===== src/hw/rtl/sha1s_pkg.sv =====
package sha1s_pkg;

    // one input item as it arrives on the port
    typedef struct packed {
        logic [7:0] msg_byte;
        logic       byte_present;
        logic       message_end;
    } in_item_t;

    // one digest word as it leaves the block
    typedef struct packed {
        logic [31:0] digest_word;
        logic [2:0]  word_index;
        logic        last_word;
    } out_item_t;

    // classified command passed from front to back through the queue
    typedef struct packed {
        logic [7:0] data;
        logic       has_byte;
        logic       is_end;
    } cmd_t;

    localparam logic [31:0] SHA1S_K0 = 32'h5A827999;
    localparam logic [31:0] SHA1S_K1 = 32'h6ED9EBA1;
    localparam logic [31:0] SHA1S_K2 = 32'h8F1BBCDC;
    localparam logic [31:0] SHA1S_K3 = 32'hCA62C1D6;

    localparam logic [0:4][31:0] SHA1S_IV = {
        32'h67452301, 32'hEFCDAB89, 32'h98BADCFE, 32'h10325476, 32'hC3D2E1F0
    };

    localparam logic [7:0] SHA1S_PAD_BYTE   = 8'h80;
    localparam logic [5:0] SHA1S_LEN_POS    = 6'd56;
    localparam logic [5:0] SHA1S_LAST_POS   = 6'd63;
    localparam logic [6:0] SHA1S_LAST_ROUND = 7'd79;
    localparam logic [2:0] SHA1S_LAST_WORD  = 3'd4;
    localparam logic [2:0] SHA1S_LAST_LEN   = 3'd7;

    function automatic logic [31:0] sha1s_f(input logic [6:0] rnd, input logic [31:0] b,
                                            input logic [31:0] c, input logic [31:0] d);
        logic [31:0] res;
        if (rnd < 7'd20) begin
            res = (b & c) | (~b & d);
        end else if (rnd < 7'd40) begin
            res = b ^ c ^ d;
        end else if (rnd < 7'd60) begin
            res = (b & c) | (b & d) | (c & d);
        end else begin
            res = b ^ c ^ d;
        end
        return res;
    endfunction

    function automatic logic [31:0] sha1s_k(input logic [6:0] rnd);
        logic [31:0] res;
        if (rnd < 7'd20) begin
            res = SHA1S_K0;
        end else if (rnd < 7'd40) begin
            res = SHA1S_K1;
        end else if (rnd < 7'd60) begin
            res = SHA1S_K2;
        end else begin
            res = SHA1S_K3;
        end
        return res;
    endfunction

endpackage


===== src/hw/rtl/sha1s_front.sv =====
module sha1s_front (
    input  logic                clk,
    input  logic                rst_n,
    input  logic                item_valid,
    output logic                item_stall,
    input  sha1s_pkg::in_item_t item,
    input  logic                q_full,
    output logic                cmd_valid,
    output sha1s_pkg::cmd_t     cmd
);

    logic            hold_valid_reg;
    sha1s_pkg::cmd_t hold_reg;
    logic            accept;
    logic            useful;

    assign item_stall = hold_valid_reg && q_full;
    assign accept     = item_valid && !item_stall;
    // an item with neither byte nor end changes nothing and is dropped here
    assign useful     = item.byte_present || item.message_end;
    assign cmd_valid  = hold_valid_reg && !q_full;
    assign cmd        = hold_reg;

    always_ff @(posedge clk or negedge rst_n)
    begin
        if (!rst_n)
        begin
            hold_valid_reg <= 1'b0;
        end
        else if (accept && useful)
        begin
            hold_valid_reg <= 1'b1;
        end
        else if (cmd_valid)
        begin
            hold_valid_reg <= 1'b0;
        end
    end

    always_ff @(posedge clk)
    begin
        if (accept && useful)
        begin
            hold_reg.data     <= item.msg_byte;
            hold_reg.has_byte <= item.byte_present;
            hold_reg.is_end   <= item.message_end;
        end
    end

endmodule


===== src/hw/rtl/sha1s_queue.sv =====
module sha1s_queue #(
    parameter int DEPTH = 4
) (
    input  logic            clk,
    input  logic            rst_n,
    input  logic            push,
    input  sha1s_pkg::cmd_t wdata,
    output logic            full,
    input  logic            pop,
    output logic            rvalid,
    output sha1s_pkg::cmd_t rdata
);

    localparam int PTR_W = (DEPTH > 1) ? $clog2(DEPTH) : 1;
    localparam int CNT_W = $clog2(DEPTH + 1);

    sha1s_pkg::cmd_t mem_reg [DEPTH];
    logic [PTR_W-1:0] wr_ptr_reg;
    logic [PTR_W-1:0] rd_ptr_reg;
    logic [CNT_W-1:0] count_reg;

    assign full   = (count_reg == CNT_W'(DEPTH));
    assign rvalid = (count_reg != '0);
    assign rdata  = mem_reg[rd_ptr_reg];

    function automatic logic [PTR_W-1:0] bump(input logic [PTR_W-1:0] p);
        return (p == PTR_W'(DEPTH - 1)) ? '0 : p + PTR_W'(1);
    endfunction

    always_ff @(posedge clk or negedge rst_n)
    begin
        if (!rst_n)
        begin
            wr_ptr_reg <= '0;
            rd_ptr_reg <= '0;
            count_reg  <= '0;
        end
        else
        begin
            if (push)
            begin
                wr_ptr_reg <= bump(wr_ptr_reg);
            end
            if (pop)
            begin
                rd_ptr_reg <= bump(rd_ptr_reg);
            end
            if (push && !pop)
            begin
                count_reg <= count_reg + CNT_W'(1);
            end
            else if (pop && !push)
            begin
                count_reg <= count_reg - CNT_W'(1);
            end
        end
    end

    always_ff @(posedge clk)
    begin
        if (push)
        begin
            mem_reg[wr_ptr_reg] <= wdata;
        end
    end

    assert property (@(posedge clk) disable iff (!rst_n) !(push && full))
        else $error("queue overflow");
    assert property (@(posedge clk) disable iff (!rst_n) !(pop && !rvalid))
        else $error("queue underflow");

endmodule


===== src/hw/rtl/sha1s_core.sv =====
module sha1s_core (
    input  logic                 clk,
    input  logic                 rst_n,
    input  logic                 cmd_valid,
    input  sha1s_pkg::cmd_t      cmd,
    output logic                 cmd_pop,
    output logic                 result_valid,
    input  logic                 result_stall,
    output sha1s_pkg::out_item_t result
);

    typedef enum logic [6:0] {
        ST_IDLE     = 7'b0000001,
        ST_PAD_MARK = 7'b0000010,
        ST_PAD_ZERO = 7'b0000100,
        ST_PAD_LEN  = 7'b0001000,
        ST_ROUND    = 7'b0010000,
        ST_ADD      = 7'b0100000,
        ST_EMIT     = 7'b1000000
    } state_t;

    // what follows a compression
    typedef enum logic [2:0] {
        PH_DATA  = 3'b001,
        PH_ZERO  = 3'b010,
        PH_FINAL = 3'b100
    } phase_t;

    state_t      state_reg, state_next;
    phase_t      phase_reg, phase_next;
    logic [5:0]  fill_reg;
    logic [63:0] count_reg;
    logic [63:0] len_reg;
    logic [2:0]  len_cnt_reg;
    logic [6:0]  round_reg;
    logic        pend_end_reg;
    logic [2:0]  emit_idx_reg;
    logic [31:0] chain_reg [5];
    logic [511:0] buf_reg;
    logic [31:0] a_reg, b_reg, c_reg, d_reg, e_reg;
    logic        out_valid_reg;
    sha1s_pkg::out_item_t out_reg;

    logic        ins;
    logic [7:0]  ins_byte;
    logic        out_free;
    logic        out_load;
    logic        go_round;
    logic [31:0] w0, w_mix, w_new, t_sum;

    assign out_free     = !out_valid_reg || !result_stall;
    assign result_valid = out_valid_reg;
    assign result       = out_reg;
    assign cmd_pop      = (state_reg == ST_IDLE) && cmd_valid;

    // message schedule window: word i sits at buf_reg[511-32*i -: 32]
    assign w0    = buf_reg[511:480];
    assign w_mix = buf_reg[95:64] ^ buf_reg[255:224] ^ buf_reg[447:416] ^ w0;
    assign w_new = {w_mix[30:0], w_mix[31]};
    assign t_sum = {a_reg[26:0], a_reg[31:27]}
                 + sha1s_pkg::sha1s_f(round_reg, b_reg, c_reg, d_reg)
                 + e_reg + sha1s_pkg::sha1s_k(round_reg) + w0;

    always_comb
    begin
        state_next = state_reg;
        phase_next = phase_reg;
        ins        = 1'b0;
        ins_byte   = 8'h00;
        out_load   = 1'b0;
        unique case (state_reg)
            ST_IDLE:
            begin
                if (cmd_valid)
                begin
                    if (cmd.has_byte)
                    begin
                        ins      = 1'b1;
                        ins_byte = cmd.data;
                        if (fill_reg == sha1s_pkg::SHA1S_LAST_POS)
                        begin
                            state_next = ST_ROUND;
                            phase_next = PH_DATA;
                        end
                        else if (cmd.is_end)
                        begin
                            state_next = ST_PAD_MARK;
                        end
                    end
                    else
                    begin
                        state_next = ST_PAD_MARK;
                    end
                end
            end
            ST_PAD_MARK:
            begin
                ins      = 1'b1;
                ins_byte = sha1s_pkg::SHA1S_PAD_BYTE;
                if (fill_reg == sha1s_pkg::SHA1S_LAST_POS)
                begin
                    state_next = ST_ROUND;
                    phase_next = PH_ZERO;
                end
                else
                begin
                    state_next = ST_PAD_ZERO;
                end
            end
            ST_PAD_ZERO:
            begin
                if (fill_reg == sha1s_pkg::SHA1S_LEN_POS)
                begin
                    state_next = ST_PAD_LEN;
                end
                else
                begin
                    ins = 1'b1;
                    if (fill_reg == sha1s_pkg::SHA1S_LAST_POS)
                    begin
                        state_next = ST_ROUND;
                        phase_next = PH_ZERO;
                    end
                end
            end
            ST_PAD_LEN:
            begin
                ins      = 1'b1;
                ins_byte = len_reg[63:56];
                if (len_cnt_reg == sha1s_pkg::SHA1S_LAST_LEN)
                begin
                    state_next = ST_ROUND;
                    phase_next = PH_FINAL;
                end
            end
            ST_ROUND:
            begin
                if (round_reg == sha1s_pkg::SHA1S_LAST_ROUND)
                begin
                    state_next = ST_ADD;
                end
            end
            ST_ADD:
            begin
                case (phase_reg)
                    PH_FINAL: state_next = ST_EMIT;
                    PH_ZERO:  state_next = ST_PAD_ZERO;
                    default:  state_next = pend_end_reg ? ST_PAD_MARK : ST_IDLE;
                endcase
            end
            ST_EMIT:
            begin
                if (out_free)
                begin
                    out_load = 1'b1;
                    if (emit_idx_reg == sha1s_pkg::SHA1S_LAST_WORD)
                    begin
                        state_next = ST_IDLE;
                    end
                end
            end
            default:
            begin
                state_next = ST_IDLE;
            end
        endcase
    end

    assign go_round = (state_next == ST_ROUND) && (state_reg != ST_ROUND);

    always_ff @(posedge clk or negedge rst_n)
    begin
        if (!rst_n)
        begin
            state_reg     <= ST_IDLE;
            phase_reg     <= PH_DATA;
            fill_reg      <= '0;
            count_reg     <= '0;
            len_cnt_reg   <= '0;
            round_reg     <= '0;
            pend_end_reg  <= 1'b0;
            emit_idx_reg  <= '0;
            out_valid_reg <= 1'b0;
            for (int i = 0; i < 5; i++)
            begin
                chain_reg[i] <= sha1s_pkg::SHA1S_IV[i];
            end
        end
        else
        begin
            state_reg <= state_next;
            phase_reg <= phase_next;
            if (ins)
            begin
                fill_reg <= fill_reg + 6'd1;
            end
            if (cmd_pop && cmd.has_byte)
            begin
                count_reg <= count_reg + 64'd1;
            end
            if (cmd_pop)
            begin
                pend_end_reg <= cmd.is_end;
            end
            else if (state_reg == ST_PAD_MARK)
            begin
                pend_end_reg <= 1'b0;
                count_reg    <= '0;
                len_cnt_reg  <= '0;
            end
            if (state_reg == ST_PAD_LEN)
            begin
                len_cnt_reg <= len_cnt_reg + 3'd1;
            end
            if (go_round)
            begin
                round_reg <= '0;
            end
            else if (state_reg == ST_ROUND)
            begin
                round_reg <= round_reg + 7'd1;
            end
            if (state_reg == ST_ADD)
            begin
                chain_reg[0] <= chain_reg[0] + a_reg;
                chain_reg[1] <= chain_reg[1] + b_reg;
                chain_reg[2] <= chain_reg[2] + c_reg;
                chain_reg[3] <= chain_reg[3] + d_reg;
                chain_reg[4] <= chain_reg[4] + e_reg;
                emit_idx_reg <= '0;
            end
            if (out_load)
            begin
                emit_idx_reg <= emit_idx_reg + 3'd1;
                if (emit_idx_reg == sha1s_pkg::SHA1S_LAST_WORD)
                begin
                    for (int i = 0; i < 5; i++)
                    begin
                        chain_reg[i] <= sha1s_pkg::SHA1S_IV[i];
                    end
                end
            end
            if (out_load)
            begin
                out_valid_reg <= 1'b1;
            end
            else if (!result_stall)
            begin
                out_valid_reg <= 1'b0;
            end
        end
    end

    always_ff @(posedge clk)
    begin
        if (ins)
        begin
            buf_reg <= {buf_reg[503:0], ins_byte};
        end
        else if (state_reg == ST_ROUND)
        begin
            buf_reg <= {buf_reg[479:0], w_new};
        end
        if (state_reg == ST_PAD_MARK)
        begin
            len_reg <= {count_reg[60:0], 3'b000};
        end
        else if (state_reg == ST_PAD_LEN)
        begin
            len_reg <= {len_reg[55:0], 8'h00};
        end
        if (go_round)
        begin
            a_reg <= chain_reg[0];
            b_reg <= chain_reg[1];
            c_reg <= chain_reg[2];
            d_reg <= chain_reg[3];
            e_reg <= chain_reg[4];
        end
        else if (state_reg == ST_ROUND)
        begin
            e_reg <= d_reg;
            d_reg <= c_reg;
            c_reg <= {b_reg[1:0], b_reg[31:2]};
            b_reg <= a_reg;
            a_reg <= t_sum;
        end
        if (out_load)
        begin
            out_reg.digest_word <= chain_reg[emit_idx_reg];
            out_reg.word_index  <= emit_idx_reg;
            out_reg.last_word   <= (emit_idx_reg == sha1s_pkg::SHA1S_LAST_WORD);
        end
    end

    // a closing compression always starts from a full block, so the buffer is empty after it
    assert property (@(posedge clk) disable iff (!rst_n)
        (state_reg == ST_ADD && phase_reg == PH_FINAL) |-> (fill_reg == 6'd0))
        else $error("final block not aligned");
    // the round counter never passes the last round of a compression
    assert property (@(posedge clk) disable iff (!rst_n)
        (state_reg == ST_ROUND) |-> (round_reg <= sha1s_pkg::SHA1S_LAST_ROUND))
        else $error("round counter out of range");
    // the last mark goes on the fifth digest word and on no other
    assert property (@(posedge clk) disable iff (!rst_n)
        out_load |=> (out_reg.last_word == (out_reg.word_index == sha1s_pkg::SHA1S_LAST_WORD)))
        else $error("last word mark mismatch");

endmodule


===== src/hw/rtl/sha1_stream_hasher.sv =====
// channel   direction  handshake                    payload
// item      in         item_valid / item_stall      msg_byte, byte_present, message_end
// result    out        result_valid / result_stall  digest_word, word_index, last_word
//
// the back end takes a new byte from the queue whenever it is idle; every 64th byte starts a
// compression on the shared round unit, its rounds and then an add step
// a message end adds padding bytes (up to 72) and one or two compressions, then the back end
// hands out the five digest words
// reset is asynchronous, active low; no clearing pass, the block is ready right after reset
// the front register and a small queue keep taking items while the back end compresses
// result stall holds the output register; the back end waits only when it must load a word
module sha1_stream_hasher #(
    parameter int QUEUE_DEPTH = 4
) (
    input  logic                 clk,
    input  logic                 rst_n,
    input  logic                 item_valid,
    output logic                 item_stall,
    input  sha1s_pkg::in_item_t  item,
    output logic                 result_valid,
    input  logic                 result_stall,
    output sha1s_pkg::out_item_t result
);

    // classified items between the front register and the queue
    logic            front_valid;
    sha1s_pkg::cmd_t front_cmd;
    logic            q_full;

    // queue to back end
    logic            q_valid;
    logic            q_pop;
    sha1s_pkg::cmd_t q_cmd;

    // front: registers each item and drops those that carry neither byte nor end
    sha1s_front u_front (
        .clk        (clk),
        .rst_n      (rst_n),
        .item_valid (item_valid),
        .item_stall (item_stall),
        .item       (item),
        .q_full     (q_full),
        .cmd_valid  (front_valid),
        .cmd        (front_cmd)
    );

    // short queue that holds items from the front while the round unit is busy
    sha1s_queue #(
        .DEPTH (QUEUE_DEPTH)
    ) u_queue (
        .clk    (clk),
        .rst_n  (rst_n),
        .push   (front_valid),
        .wdata  (front_cmd),
        .full   (q_full),
        .pop    (q_pop),
        .rvalid (q_valid),
        .rdata  (q_cmd)
    );

    // back end: block buffer, padding sequencer, round unit and output register
    sha1s_core u_core (
        .clk          (clk),
        .rst_n        (rst_n),
        .cmd_valid    (q_valid),
        .cmd          (q_cmd),
        .cmd_pop      (q_pop),
        .result_valid (result_valid),
        .result_stall (result_stall),
        .result       (result)
    );

endmodule

===== config.mk =====
export PLATFORM = sky130hd
export DESIGN_NAME = sha1_stream_hasher
export DESIGN_NICKNAME = d
export VERILOG_FILES = /design/src/hw/rtl/sha1s_pkg.sv /design/src/hw/rtl/sha1s_front.sv /design/src/hw/rtl/sha1s_queue.sv /design/src/hw/rtl/sha1s_core.sv /design/src/hw/rtl/sha1_stream_hasher.sv
export SDC_FILE = /design/constraint.sdc
export NUM_CORES = 2
export LEC_CHECK = 0
export ABC_AREA = 1
export ABC_CLOCK_PERIOD_IN_PS = 25900
export BUFFER_PORTS_ARGS = -buffer_cell sky130_fd_sc_hd__buf_4
export CELL_PAD_IN_SITES_DETAIL_PLACEMENT = 1
export CELL_PAD_IN_SITES_GLOBAL_PLACEMENT = 2
export CORE_MARGIN = 2
export CORE_UTILIZATION = 36
export DETAILED_ROUTE_END_ITERATION = 8
export GPL_ROUTABILITY_DRIVEN = 0
export PLACE_DENSITY = 0.82
export SYNTH_ARGS = -nofsm -noshare
export SYNTH_HDL_FRONTEND = slang
export SYNTH_SLANG_ARGS = --single-unit

===== constraint.sdc =====
create_clock -name clk -period 25.9 [get_ports clk]
set_input_delay 6.475 -clock clk [delete_from_list [all_inputs] [get_ports clk]]
set_output_delay 6.475 -clock clk [all_outputs]
set_load 0.05 [all_outputs]

### Word level (Yosys, flattened, before mapping)

Memories as Yosys holds them, arrays and structs flattened.
Index checks and enable logic that the tools add are counted.

| storage, ports and cells | value |
|---|---|
| register bits | 1042 |
| bits in latches | 0 |
| RAM bits | 40 |
| ROM bits | 0 |
| output and inout port bits | 38 |
| logic and storage cells | 201 |
| memories | 1 |

Memories:

| name | depth | width | rd ports | clocked after memory_dff | write ports | line | text |
|---|---|---|---|---|---|---|---|
| u_queue.mem_reg | 4 | 10 | 1 | 0 | 1 | sha1s_queue.sv:17 | `sha1s_pkg::cmd_t mem_reg [DEPTH];` |

| cells by class | value |
|---|---|
| $add $sub $neg | 18 |
| $mul | 0 |
| div/mod/pow operators | 0 |
| magnitude comparators | 4 |
| equal/unequal tests | 26 |
| shift-type cells | 0 |
| muxes and demuxes | 78 |
| bitwise logic cells | 14 |
| reduce and logical (&&, ||, !) cells | 29 |

Operator list:

| kind | number |
|---|---|
| two-way mux 512 bit | 2 |
| two-way mux 32 bit | 17 |
| two-way mux 160 bit | 3 |
| two-way mux 64 bit | 5 |
| adder 32 bit | 9 |
| XOR 32 bit | 5 |
| bitwise AND 32 bit | 4 |
| binary-select mux 32 bit (select 3 bit) | 1 |
| OR 32 bit | 3 |
| two-way mux 7 bit | 12 |
| adder 64 x 1 -> 64 bit (second input constant) | 1 |
| case mux 7 bit (7 select lines) | 1 |
| two-way mux 3 bit | 13 |
| inverter 32 bit | 1 |
| two-way mux 31 bit | 1 |
| case mux 8 bit (3 select lines) | 1 |
| two-way mux 8 bit | 2 |
| equality test 7 x 5 -> 1 bit (second input constant) | 2 |
| equality test 7 bit (second input constant) | 2 |
| < comparator 7 x 6 -> 1 bit (second input constant) | 2 |
| case mux 7 bit (2 select lines) | 1 |
| nonzero test 2 bit | 7 |
| two-way mux 1 bit | 13 |
| equality test 3 bit (second input constant) | 4 |
| 31 further kinds | 57 |

### Depth between registers and ports, before layout

| depth | value |
|---|---|
| word-level depth | 12 |
| gate-level depth with buffers | 28 |

### Cells and area by module

Synthesis repeated with hierarchy kept, for this count alone.

| second synthesis, totals | value |
|---|---|
| cells, all modules | 7755 |
| area total of the unflattened synthesis | 64449.3 µm² |

Modules (own cells, without submodules):

| module | times used | cells each | area an instance (µm²) | seq. area each (µm²) |
|---|---|---|---|---|
| sha1s_core | 1 | 7565 | 62034.5 | 29500.8 |
| sha1s_queue | 1 | 170 | 2047.0 | 1376.3 |
| sha1s_front | 1 | 20 | 367.9 | 325.3 |

### Worst setup path before layout

Ideal clock, no wire load.

| timing path | value |
|---|---|
| path type | register -> register |
| from | register u_core.state_reg[3] |
| to | register u_core.buf_reg[0], enable pin |
| data arrival time | 13294 ps |
| required time | 24998 ps |
| setup slack | 11704 ps |
| stages on the path, launching flop included | 12 |
| buffers on the path | 3 |
| path through | dfrtp_1 > nor2_2 > nor3b_2 > nand2_2 > nand2_2 > nor2_1 > nand2_1 > buf_4 > inv_2 > buf_2 > buf_2 > nand2_1 |

| between the ends | value |
|---|---|
| cells in the longest elaborated chain, start to end | 4 |

Ends and longest elaborated chain:

| element | line | text |
|---|---|---|
| start, declared | sha1s_core.sv:29 | `state_t state_reg, state_next;` |
| start signal, assigned | sha1s_core.sv:191 | `state_reg <= state_next;` |
| equality test 7 x 4 -> 1 bit / equality test 7 x 2 -> 1 bit (equally long branches) | sha1s_core.sv:71 | `unique case (state_reg)` |
| OR reduction 2 bit (no source line) | -- |  |
| case mux 1 bit (3 select lines) | sha1s_core.sv:71 |  |
| nonzero test 2 bit (no source line) (*) | -- |  |
| end signal, assigned | sha1s_core.sv:258 | `buf_reg <= {buf_reg[503:0], ins_byte};` |
| end signal, assigned | sha1s_core.sv:262 | `buf_reg <= {buf_reg[479:0], w_new};` |
| end, declared | sha1s_core.sv:39 | `logic [511:0] buf_reg;` |

Mark *: on every way between the ends. The rest lies on a longest branch, timed or not.
A chain may end at the register's enable or synchronous reset.

### Worst setup path after layout

| timing path | value |
|---|---|
| from | input port result_stall |
| to | register u_core.chain_reg[110] (netlist name) |

| between the ends | value |
|---|---|
| cells in the longest elaborated chain, start to end | 5 |

Ends and longest elaborated chain:

| element | line | text |
|---|---|---|
| start, declared | sha1_stream_hasher.sv:21 | `input logic result_stall,` |
| zero test 1 bit | sha1s_core.sv:51 | `assign out_free = !out_valid_reg \|\| !result_stall;` |
| logical OR 1 bit | sha1s_core.sv:51 |  |
| two-way mux 1 bit | sha1s_core.sv:153 | `if (out_free)` |
| two-way mux 1 bit | sha1s_core.sv:71 |  |
| two-way mux 160 bit | sha1s_core.sv:232 | `if (out_load)` |
| end signal, assigned by index | sha1s_core.sv:186 | `chain_reg[i] <= sha1s_pkg::SHA1S_IV[i];` |
| end signal, assigned by index | sha1s_core.sv:239 | `chain_reg[i] <= sha1s_pkg::SHA1S_IV[i];` |
| end, declared | sha1s_core.sv:38 | `logic [31:0] chain_reg [5];` |

Every way passes these cells.

==> results.sh <==
export IMPL_grt_usage=0.244
export IMPL_pwr_density_cell_nw_per_um2=119
export IMPL_routed_wl_um=224000
export IMPL_clkLatencyLatePin_ps=810
export IMPL_switching_share=0.415
export IMPL_fin_crit_ps=8770
export IMPL_routed_via_count=53700
export IMPL_path_max_fanout=56
export IMPL_core_area_um2=178000
export IMPL_worst_r2r_path_depth=12
export IMPL_yosysTopAreaCell="edfxtp_1"
export IMPL_clk_pin_slew_worst_paths_ps=60
export IMPL_avgSynthCellArea_um2=8.32
export IMPL_num_rows=155
export IMPL_p_seq_frac=0.400
export IMPL_dp_hpwl_um=166000
export IMPL_ios=52
export IMPL_grt_pass1_wl_um=340000
export IMPL_post_drt_wl_per_cell_um=22.0
export IMPL_crit_end="u_core.chain_reg[110]$_DFF_PN0_"
export IMPL_route_detailed_drc=0
export IMPL_fmax_mhz=114
export IMPL_ys_seq_elements=1079
export IMPL_netlist_area_leader_share=0.382
export IMPL_leakagePower_nw=31.2
export IMPL_rsz0062_at_grt="false"
export IMPL_dieHeight_um=427
export IMPL_dieArea_um2=182000
export IMPL_nets=8074
export IMPL_synth_edf_count=819
export IMPL_vdd_ir_drop_max_uv=94.8
export IMPL_cts_resized=0
export IMPL_most_common_layout_cells="nand2_1 (2662), inv_1 (827), edfxtp_1 (819)"
export IMPL_clock_skew_ps=35.0
export IMPL_status="finished, final reports clean"
export IMPL_syn_nets=8115
export IMPL_drive_above_1_share=0.0553
export IMPL_synthTopCellsByArea="edfxtp_1 (38%), nand2_1 (16%), dfrtp_1 (6.9%), inv_1 (4.8%), ha_1 (4.5%)"
export IMPL_rrSetupSlack_ps=18820
export IMPL_critPathCaptureType="register"
export IMPL_cap_viol_max_count=0
export IMPL_p_clk_frac=0.220
export IMPL_crit_slowest_cell="buf_4"
export IMPL_ys_seq_area_frac=0.485
export IMPL_final_period_utilization=0.339
export IMPL_tns_ps=0
export IMPL_p_sw_mw=3.50
export IMPL_cts_root_buffer="clkbuf_16"
export IMPL_grt_max_degree=128
export IMPL_max_stage_delay_ps=810
export IMPL_ant_nets=0
export IMPL_synthFlopType="edfxtp_1"
export IMPL_path_cells="buf_4 > nand2_1 > inv_1 > nor3_4 > buf_4 > buf_4 > a21oi_1 > o21ai_0 > inv_1"
export IMPL_async_reset_ff_frac=0.241
export IMPL_dr_pass1_iters=5
export IMPL_cts_tree="done"
export IMPL_die_x_um=427
export IMPL_placed_cells=9921
export IMPL_portBuffers=51
export IMPL_syn_cell_area_um2=64400
export IMPL_design_area_um2=71200
export IMPL_dpl_instance_area_um2=66900
export IMPL_p_int_mw=4.94
export IMPL_start_kind="input pin"
export IMPL_cts_hold_buffers=0
export IMPL_synth_cell_type_count=52
export IMPL_grt_pass1_vias=54600
export IMPL_tritoncts_num_buffers=133
export IMPL_worstPathArrival_ps=9440
export IMPL_finalSetupViolations=0
export IMPL_syn2layout_area_growth_pct=10.5
export IMPL_final_common_cell="nand2_1"
export IMPL_start_util=0.362
export IMPL_criticalPathCategory="input pin to register"
export IMPL_syn_inst=7742
export IMPL_worstSetupStartpoint="result_stall"
export IMPL_cts_setup_buffers=0
export IMPL_cts_max_level=4
export IMPL_total_power_mw=8.44
export IMPL_cp_required_ps=26570
export IMPL_relSlewSlack=0.240
export IMPL_worst_pin_slew_ps=1140
export IMPL_clkSinkCount=1079
export IMPL_combPwrFrac=0.380
export IMPL_viasPerCell=5.29
export IMPL_antenna_found_initial=6
export IMPL_hold_class="register to register"
export IMPL_fin_cells=10200
export IMPL_cp_common_cell="buf_4"
export IMPL_largest_register_ffs=512
export IMPL_cts_buffer_depth=3
export IMPL_rr_startpoint="u_queue.rd_ptr_reg[0]$_DFFE_PN0P_"
export IMPL_hold_violations=0
export IMPL_final_max_slew_viol_count=0
export IMPL_drtIter0Drc=4510
export IMPL_gr_total_overflow=0
export IMPL_worstReg2RegEnd="u_core.buf_reg[437]$_DFFE_PP_"
export IMPL_ys_warn_count=0
==> power by group through the flow <==
stage / logic, mW / clock network, mW / registers [mW]
3_3_place_gp: 3.14 / 0 / 3.40
5_1_grt: 3.67 / 1.96 / 3.45
4_1_cts: 3.26 / 1.90 / 3.39
3_5_place_dp: 3.24 / 0 / 3.41
6_report: 3.20 / 1.86 / 3.38
2_1_floorplan: 2.36 / 0 / 3.64
==> synthesized netlist by cell type, drive strengths merged, types with 3 or more instances <==
cell / instances
nand2: 2669
inv: 840
edfxtp: 819
o21ai: 599
nor2: 559
a21oi: 452
nand3: 312
ha: 234
dfrtp: 178
buf: 160
xnor2: 126
fa: 125
clkbuf: 111
nor3: 96
dfstp: 82
nand4: 69
xor2: 66
o211ai: 37
o21bai: 30
o22ai: 30
or2: 30
a211oi: 16
a21o: 15
o221ai: 15
a21boi: 14
nand3b: 13
nor4: 10
o21a: 8
a22oi: 7
a31oi: 5
nand2b: 3
==> cell families (layout without fill, tap and decap cells) <==
kind of cell	Yosys count	in the layout	synth area share
flip-flops	1079	1079	0.485
buffers and inverters	1113	1179	0.0683
other	0	1	0
XOR/XNOR	192	192	0.0261
AND/OR/NAND/NOR	3764	3764	0.234
adder cells (fa/ha/maj)	359	359	0.0843
AO/OA/AOI/OAI	1235	1235	0.103
==> worst min-delay path by stage <==
stage,start,to,slack [ps],cells past startpoint
4_1_cts,u_core.len_cnt_reg[0]$_DFFE_PN0P_,u_core.len_cnt_reg[0]$_DFFE_PN0P_,480,1
6_report,u_core.len_cnt_reg[0]$_DFFE_PN0P_,u_core.len_cnt_reg[0]$_DFFE_PN0P_,480,1
2_1_floorplan,u_core.count_reg[30]$_DFF_PN0_,u_core.count_reg[30]$_DFF_PN0_,430,1
3_5_place_dp,u_core.len_cnt_reg[0]$_DFFE_PN0P_,u_core.len_cnt_reg[0]$_DFFE_PN0P_,470,1
5_1_grt,u_core.fill_reg[5]$_DFFE_PN0P_,u_core.fill_reg[5]$_DFFE_PN0P_,510,1
3_3_place_gp,u_core.count_reg[30]$_DFF_PN0_,u_core.count_reg[30]$_DFF_PN0_,450,1
==> area by class of cell <==
type	count	area (um2)
Antenna cell	1	2.50
Multi-Input combinational cell	5550	28900
Tap cell	2355	2950
Clock buffer	160	3490
Fill cell	21300	107000
Sequential cell	1079	31200
Inverter	842	3180
Clock inverter	82	758
Timing Repair Buffer	95	721
==> per-stage QoR <==
stage / setup WS, ps / hold WS, ps / util
after floorplan: 11700 / 433 / -
after global placement: 16420 / 452 / 0.376
after detailed placement: 16380 / 469 / 0.376
after CTS: 17230 / 479 / 0.400
after global routing: 16950 / 507 / 0.400
final: 17130 / 476 / 0.400
==> routing by layer <==
layer | wire length, um | global-route usage | up-vias
li1 | - | - | 25300
met1 | 103000 | 0.346 | 26800
met2 | 101000 | 0.384 | 1301
met3 | 12700 | 0.0377 | 298
met4 | 6720 | 0.0743 | 0
met5 | 0 | 0 | -
==> critical path: cells and delay by family <==
kind            cells  cell delay (ps)
simple gates        2              850
buf+inv             5             1890
compound gates      2              190
Note: power is estimated with default switching activity, not from simulation.
